`src/modexp_pkg.sv`:
```
`timescale 1ns / 1ps
`default_nettype none

package modexp_pkg;

   // Default word width of base, exponent, modulus and result.
   localparam int WORD_BITS_DEFAULT = 32;

   // Modulus held by the key register after reset.
   localparam longint unsigned MODULUS_RESET = 2;

   // Sequencer states.
   typedef enum logic [2:0] {
      ST_IDLE,
      ST_REDUCE,
      ST_SQUARE,
      ST_MULT,
      ST_DONE
   } state_type;

endpackage

`default_nettype wire

```
`src/modular_exponentiation.sv`:
```
`timescale 1ns / 1ps
`default_nettype none

// Channel   Direction  Handshake            Payload
// req       in         req_valid/req_stall  req_base_value, req_exponent
// rsp       out        rsp_valid/rsp_stall  rsp_power_result
// csr       in         csr_write_enable     csr_write_data (modulus)
//
// Each item first reduces the base, then for every exponent bit, most significant first,
// squares the running value and multiplies it by the base where the bit is set; a zero
// modulus skips all of this and answers with zero.
// The single shift-add-reduce unit does every step, one multiplier bit per cycle.
// Reset is synchronous and active high; it returns the modulus to 2 and drops rsp_valid.
// A stalled result waits in the output register while the next item is taken and worked.

module modular_exponentiation #(
   parameter int WORD_BITS = modexp_pkg::WORD_BITS_DEFAULT
) (
   input  wire logic                 clock,
   input  wire logic                 reset,
   input  wire logic                 req_valid,
   output logic                      req_stall,
   input  wire logic [WORD_BITS-1:0] req_base_value,
   input  wire logic [WORD_BITS-1:0] req_exponent,
   output logic                      rsp_valid,
   input  wire logic                 rsp_stall,
   output logic [WORD_BITS-1:0]      rsp_power_result,
   input  wire logic                 csr_write_enable,
   input  wire logic [WORD_BITS-1:0] csr_write_data
);

   localparam int CNT_W = $clog2(WORD_BITS);
   localparam logic [CNT_W-1:0] LAST_STEP = CNT_W'(WORD_BITS - 1);

   modexp_pkg::state_type state_ff, state_in;

   logic [WORD_BITS-1:0] mod_ff;
   logic [WORD_BITS-1:0] base_ff, base_in;
   logic [WORD_BITS-1:0] exp_ff, exp_in;
   logic [WORD_BITS-1:0] acc_ff, acc_in;
   logic [WORD_BITS-1:0] prod_ff, prod_in;
   logic [WORD_BITS-1:0] mplr_ff, mplr_in;
   logic [CNT_W-1:0]     cnt_ff, cnt_in;
   logic [CNT_W-1:0]     ebit_ff, ebit_in;
   logic                 rsp_valid_ff, rsp_valid_in;
   logic [WORD_BITS-1:0] rsp_data_ff, rsp_data_in;

   logic                 req_xfer;
   logic                 out_free;
   logic                 step_last;
   logic                 ebit_last;
   logic [WORD_BITS-1:0] addend_sel;
   logic [WORD_BITS-1:0] addend;
   logic [WORD_BITS+1:0] unit_sum;
   logic [WORD_BITS+2:0] unit_sub1;
   logic [WORD_BITS+2:0] unit_sub2;
   logic [WORD_BITS-1:0] unit_out;

   assign req_stall        = (state_ff != modexp_pkg::ST_IDLE);
   assign req_xfer         = req_valid && !req_stall;
   assign rsp_valid        = rsp_valid_ff;
   assign rsp_power_result = rsp_data_ff;
   assign out_free         = !rsp_valid_ff || !rsp_stall;
   assign step_last        = (cnt_ff == LAST_STEP);
   assign ebit_last        = (ebit_ff == LAST_STEP);

   // Shared unit: 2 * prod + addend, reduced once or twice by the modulus.
   // The running value stays below the modulus and the addend never exceeds it, so the
   // sum stays below three times the modulus.
   always_comb begin
      unique case (state_ff)
         modexp_pkg::ST_REDUCE: addend_sel = WORD_BITS'(1);
         modexp_pkg::ST_SQUARE: addend_sel = acc_ff;
         default:               addend_sel = base_ff;
      endcase
      addend    = mplr_ff[WORD_BITS-1] ? addend_sel : '0;
      unit_sum  = {1'b0, prod_ff, 1'b0} + {2'b00, addend};
      unit_sub1 = {1'b0, unit_sum} - {3'b000, mod_ff};
      unit_sub2 = {1'b0, unit_sum} - {2'b00, mod_ff, 1'b0};
      priority if (!unit_sub2[WORD_BITS+2]) begin
         unit_out = unit_sub2[WORD_BITS-1:0];
      end else if (!unit_sub1[WORD_BITS+2]) begin
         unit_out = unit_sub1[WORD_BITS-1:0];
      end else begin
         unit_out = unit_sum[WORD_BITS-1:0];
      end
   end

   // Next state of the sequencer.
   always_comb begin
      state_in = state_ff;
      unique case (state_ff)
         modexp_pkg::ST_IDLE: begin
            if (req_xfer) begin
               state_in = (mod_ff == '0) ? modexp_pkg::ST_DONE : modexp_pkg::ST_REDUCE;
            end
         end
         modexp_pkg::ST_REDUCE: begin
            if (step_last) begin
               state_in = modexp_pkg::ST_SQUARE;
            end
         end
         modexp_pkg::ST_SQUARE: begin
            if (step_last) begin
               priority if (exp_ff[WORD_BITS-1]) begin
                  state_in = modexp_pkg::ST_MULT;
               end else if (ebit_last) begin
                  state_in = modexp_pkg::ST_DONE;
               end else begin
                  state_in = modexp_pkg::ST_SQUARE;
               end
            end
         end
         modexp_pkg::ST_MULT: begin
            if (step_last) begin
               state_in = ebit_last ? modexp_pkg::ST_DONE : modexp_pkg::ST_SQUARE;
            end
         end
         modexp_pkg::ST_DONE: begin
            if (out_free) begin
               state_in = modexp_pkg::ST_IDLE;
            end
         end
         default: state_in = modexp_pkg::ST_IDLE;
      endcase
   end

   // Datapath updates driven by the sequencer.
   always_comb begin
      base_in      = base_ff;
      exp_in       = exp_ff;
      acc_in       = acc_ff;
      prod_in      = prod_ff;
      mplr_in      = mplr_ff;
      cnt_in       = cnt_ff;
      ebit_in      = ebit_ff;
      rsp_data_in  = rsp_data_ff;
      rsp_valid_in = rsp_valid_ff && rsp_stall;
      unique case (state_ff)
         modexp_pkg::ST_IDLE: begin
            if (req_xfer) begin
               exp_in  = req_exponent;
               mplr_in = req_base_value;
               prod_in = '0;
               cnt_in  = '0;
               ebit_in = '0;
               // The empty product is 1, or 0 when everything reduces to zero.
               acc_in  = (mod_ff <= WORD_BITS'(1)) ? '0 : WORD_BITS'(1);
            end
         end
         modexp_pkg::ST_REDUCE: begin
            prod_in = unit_out;
            mplr_in = {mplr_ff[WORD_BITS-2:0], 1'b0};
            cnt_in  = cnt_ff + 1'b1;
            if (step_last) begin
               base_in = unit_out;
               prod_in = '0;
               mplr_in = acc_ff;
               cnt_in  = '0;
            end
         end
         modexp_pkg::ST_SQUARE: begin
            prod_in = unit_out;
            mplr_in = {mplr_ff[WORD_BITS-2:0], 1'b0};
            cnt_in  = cnt_ff + 1'b1;
            if (step_last) begin
               acc_in  = unit_out;
               prod_in = '0;
               mplr_in = unit_out;
               cnt_in  = '0;
               // A clear exponent bit skips the multiplication.
               if (!exp_ff[WORD_BITS-1]) begin
                  exp_in  = {exp_ff[WORD_BITS-2:0], 1'b0};
                  ebit_in = ebit_ff + 1'b1;
               end
            end
         end
         modexp_pkg::ST_MULT: begin
            prod_in = unit_out;
            mplr_in = {mplr_ff[WORD_BITS-2:0], 1'b0};
            cnt_in  = cnt_ff + 1'b1;
            if (step_last) begin
               acc_in  = unit_out;
               prod_in = '0;
               mplr_in = unit_out;
               cnt_in  = '0;
               exp_in  = {exp_ff[WORD_BITS-2:0], 1'b0};
               ebit_in = ebit_ff + 1'b1;
            end
         end
         modexp_pkg::ST_DONE: begin
            if (out_free) begin
               rsp_data_in  = acc_ff;
               rsp_valid_in = 1'b1;
            end
         end
         default: begin
         end
      endcase
   end

   // Control registers and the key register.
   always_ff @(posedge clock) begin
      if (reset) begin
         state_ff     <= modexp_pkg::ST_IDLE;
         rsp_valid_ff <= 1'b0;
         mod_ff       <= WORD_BITS'(modexp_pkg::MODULUS_RESET);
      end else begin
         state_ff     <= state_in;
         rsp_valid_ff <= rsp_valid_in;
         if (csr_write_enable) begin
            mod_ff <= csr_write_data;
         end
      end
   end

   // Payload registers.
   always_ff @(posedge clock) begin
      base_ff     <= base_in;
      exp_ff      <= exp_in;
      acc_ff      <= acc_in;
      prod_ff     <= prod_in;
      mplr_ff     <= mplr_in;
      cnt_ff      <= cnt_in;
      ebit_ff     <= ebit_in;
      rsp_data_ff <= rsp_data_in;
   end

   // A finished item always lands in the output register.
   a_done_presents: assert property (@(posedge clock) disable iff (reset)
      (state_ff == modexp_pkg::ST_DONE && out_free) |=> rsp_valid_ff)
      else $error("finished item did not reach the output register");

   // An accepted item starts the base reduction, or finishes at once for a zero modulus.
   a_accept_starts: assert property (@(posedge clock) disable iff (reset)
      req_xfer |=> (state_ff == modexp_pkg::ST_REDUCE || state_ff == modexp_pkg::ST_DONE))
      else $error("accepted item did not start the sequencer");

   // A pass of the shared unit entered from another state starts at its first multiplier bit.
   a_pass_aligned: assert property (@(posedge clock) disable iff (reset)
      (!$stable(state_ff) && (state_ff == modexp_pkg::ST_REDUCE
         || state_ff == modexp_pkg::ST_SQUARE || state_ff == modexp_pkg::ST_MULT))
      |-> (cnt_ff == '0))
      else $error("pass started with a nonzero step count");

endmodule

`default_nettype wire

```
`config.mk`:
```
export PLATFORM = sky130hd
export DESIGN_NAME = modular_exponentiation
export DESIGN_NICKNAME = d
export VERILOG_FILES = /design/src/modexp_pkg.sv /design/src/modular_exponentiation.sv
export SDC_FILE = /design/constraint.sdc
export NUM_CORES = 1
export LEC_CHECK = 0
export BUFFER_PORTS_ARGS = -buffer_cell sky130_fd_sc_hd__buf_2
export CORE_ASPECT_RATIO = 0.8
export CORE_MARGIN = 1
export CORE_UTILIZATION = 30
export CTS_BUF_LIST = sky130_fd_sc_hd__clkbuf_8
export DETAILED_ROUTE_END_ITERATION = 6
export GPL_ROUTABILITY_DRIVEN = 0
export PLACE_DENSITY_LB_ADDON = 0.1
export SLEW_MARGIN = 15
export SYNTH_ARGS = -nofsm -noshare
export SYNTH_HDL_FRONTEND = slang
export SYNTH_SLANG_ARGS = --single-unit
```
`constraint.sdc`:
```
create_clock -name clock -period 8.8 [get_ports clock]
set_input_delay 1.32 -clock clock [delete_from_list [all_inputs] [get_ports clock]]
set_output_delay 1.32 -clock clock [all_outputs]
set_load 0.02 [all_outputs]
```
==> flow_summary.json <==
{
  "fp.dieW_um": 259.1,
  "min_path_cells": 0,
  "grt_pass1_wl_mm": 80.10,
  "cts_resized": 0,
  "synth-async-reset-ratio": 0,
  "grt_pass1_vias": 13120,
  "synthTopCellsByCount": "202 x edfxtp_1, 142 x nor2_1, 99 x ha_1",
  "cts_tree": "built",
  "hp-start": "acc_ff[10]",
  "cap_viol_max_count": 0,
  "die_area_um2": 53820,
  "syn_nets": 1813,
  "overflow": 0,
  "initial_core_util": 0.3071,
  "synthFlopType": "edfxtp_1",
  "syn_area_um2": 15870,
  "worstSetupPathType": "reg2reg",
  "die_h_um": 207.7,
  "dp_hpwl_mm": 38.59,
  "power_density_nw_per_um2": 314.6,
  "syn_inst": 1610,
  "fp-row-count": 74,
  "synthTopCellsByArea": "edfxtp_1 38%, ha_1 7.8%, dfxtp_1 4.5%",
  "outcome": "finished clean",
  "rsz0062_at_grt": "false",
  "syn_avg_cell_area_um2": 9.855,
  "crit_fanout": 30,
  "hold_buffers": 0,
  "grt_antenna_before_repair": 0,
  "r2r-start": "state_ff[2]",
  "synth_top_area_frac": 0.3823,
  "reg2reg_slack_ps": 920,
  "portBuffers": 134,
  "post_cts_buffers": 0,
  "post_drt_wl_per_cell_um": 21.35,
  "drt_iter0_markers": 966,
  "worstHoldEndpoint": "rsp_power_result[10]",
  "finalSetupViolCount": 0,
  "first_pass_iters": 5,
  "fin_skew_ps": 28.85,
  "worst_ep_required_time_ps": 9130,
  "globalRoute.busiestLayer": "met2",
  "crit_path_start_kind": "flip-flop",
  "synth_edf_count": 202,
  "syn2layout_area_growth_pct": 14.47,
  "yosysMostFrequentCell": "edfxtp_1",
  "grt_max_degree": 65,
  "min_period_over_period": 0.8958,
  "pin_count": 135,
  "met1_usage": 0.2811,
  "vias_per_cell": 5.450,
  "routed_wl_mm": 52.32,
  "clk_path_buf_depth": 3,
  "drc_errors": 0,
  "grtUsageMet3": 0.02430,
  "hold_class": "reg2reg",
  "drive_above_1_share": 0.1455,
  "synthDistinctLibCells": 80,
  "maxSlewHeadroom": 0.3279,
  "path_clk_slew_ps": 60,
  "gr-usage-all-layers": 0.1936,
  "final_nets": 1933,
  "cp.arrival_ps": 8210,
  "clkLatencyLatePin_ps": 620,
  "synth.largest_area_cell": "edfxtp_1",
  "met2_usage": 0.2985,
  "ys_seq_area_frac": 0.4277,
  "reg2reg_depth": 24,
  "cts_buffers": 44,
  "ys.warnings.count": 0,
  "final_core_util": 0.3515,
  "worst_pin_slew_ps": 1007,
  "diodes": 0,
  "antenna_left": 0,
  "clock-root-buffer": "clkbuf_8",
  "reg2reg_to": "acc_ff[7]",
  "cp-end-kind": "flip-flop",
  "fmax_mhz": 126.8,
  "htreeDepth": 2,
  "ys_ff_latch": 238,
  "timing_hold_violations_final": 0,
  "core_area_um2": 51660,
  "p_leak_uw": 0.007255,
  "fin_setup_tns_ps": 0,
  "slew_violations": 0,
  "ir_drop_mv": 0.1591,
  "clock_sinks": 238,
  "fin_crit_ps": 7883,
  "num_vias": 13350
}
==> how the worst max path moves through the flow <==
stage | startpoint | end | slack [ps] | depth (start not counted)
2_1_floorplan | state_ff[1] | mplr_ff[20] | 2710 | 27
3_3_place_gp | state_ff[2] | acc_ff[2] | 1260 | 24
3_5_place_dp | state_ff[2] | acc_ff[7] | 1110 | 24
4_1_cts | state_ff[2] | acc_ff[7] | 1050 | 24
5_1_grt | state_ff[2] | acc_ff[7] | 380 | 24
6_report | state_ff[2] | acc_ff[7] | 920 | 24
==> kinds of logic (layout without fill, tap and decap cells) <==
logic type,count (synthesis),in the layout,share of synthesized area
AOI/OAI and AO/OA,506,506,0.2257
buffers and inverters,159,315,0.03911
muxes,43,43,0.02728
and+or+nand+nor,491,491,0.1580
adders and majority gates,102,102,0.08186
DFF,238,238,0.4277
xor gates and xnor gates,71,71,0.04038
==> stage by stage <==
| stage | std cells | total power [uW] | instance area [um2] | hold slack, ps | setup WS [ps] |
|---|---|---|---|---|---|
| after floorplan | 1610 | 3701 | 15870 | 451.4 | 2713 |
| after global placement | 2368 | 4613 | 17300 | 491.9 | 1260 |
| after detailed placement | 2368 | 4621 | 17300 | 480.1 | 1108 |
| after CTS | 2450 | 5750 | 18160 | 494.7 | 1054 |
| after global routing | 2450 | 6133 | 18160 | 507.6 | 379.2 |
| final | 2450 | 5715 | 18160 | 493.3 | 916.6 |
==> power breakdown <==
part | internal (uW) | total [uW] | switching, uW | leakage, uW
registers | 1400 | 1450 | 46.1 | 0.00226
logic | 1130 | 3180 | 2050 | 0.00449
clock network | 564 | 1090 | 525 | 0.000498
total | 3090 | 5710 | 2620 | 0.00726
==> placed cells by master (no fill, tap or decap), types with 23 or more instances in the layout <==
| cell | instances |
|---|---|
| edfxtp_1 | 202 |
| dfxtp_1 | 36 |
| a21oi_1 | 95 |
| nand3_1 | 32 |
| a22o_1 | 31 |
| ha_1 | 99 |
| a22oi_1 | 35 |
| a31oi_1 | 28 |
| nor3b_1 | 24 |
| xor2_1 | 31 |
| inv_1 | 88 |
| and2_1 | 36 |
| nor2_1 | 137 |
| buf_4 | 23 |
| o21ai_0 | 91 |
| clkbuf_8 | 44 |
| buf_2 | 134 |
| xnor2_1 | 39 |
| mux2i_1 | 41 |
| nor3_1 | 30 |
| a21o_1 | 38 |
| nor2b_1 | 47 |
| nand2_1 | 85 |
==> state kept, by name, indices dropped and copies added, names as in the netlist <==
| signal | count |
|---|---|
| acc_ff | 32 |
| base_ff | 32 |
| exp_ff | 32 |
| mod_ff | 32 |
| mplr_ff | 32 |
| prod_ff | 32 |
| rsp_power_result | 32 |
| cnt_ff | 5 |
| ebit_ff | 5 |
| state_ff | 3 |
| rsp_valid | 1 |
==> critical path, stage by stage (launching register included) <==
cell and delay, ps:
dfxtp_1 710, nand2b_2 270, nor2_4 40, buf_4 250
a22oi_1 200, nor2b_1 100, fa_1 440, a21o_1 230
a2111oi_0 660, o31ai_2 230, a21boi_1 270, o21ai_0 290
a21boi_0 280, xnor2_1 220, ha_1 370, a21oi_1 200
o2111ai_1 160, a221oi_1 240, o21ai_0 150, a21oi_2 250
nor3_1 120, or2_1 530, nor3_4 750, mux2i_1 450
o21ai_0 160
==> area by class of cell <==
cell class	count	area, um2
Fill cell	5305	33500
Multi-Input combinational cell	1213	8511
Sequential cell	238	6787
Timing Repair Buffer	158	863.3
Tap cell	684	855.8
Clock buffer	44	605.6
Inverter	75	284.0
Clock inverter	38	256.5
==> routing by layer <==
layer  wire length [um]  vias to the layer above
met5                  0                        -
met4               1182                        0
met3               2251                       75
met2              23240                      356
met1              25640                     6525
li1                   -                     6397
(Power assumes the default switching activity.)
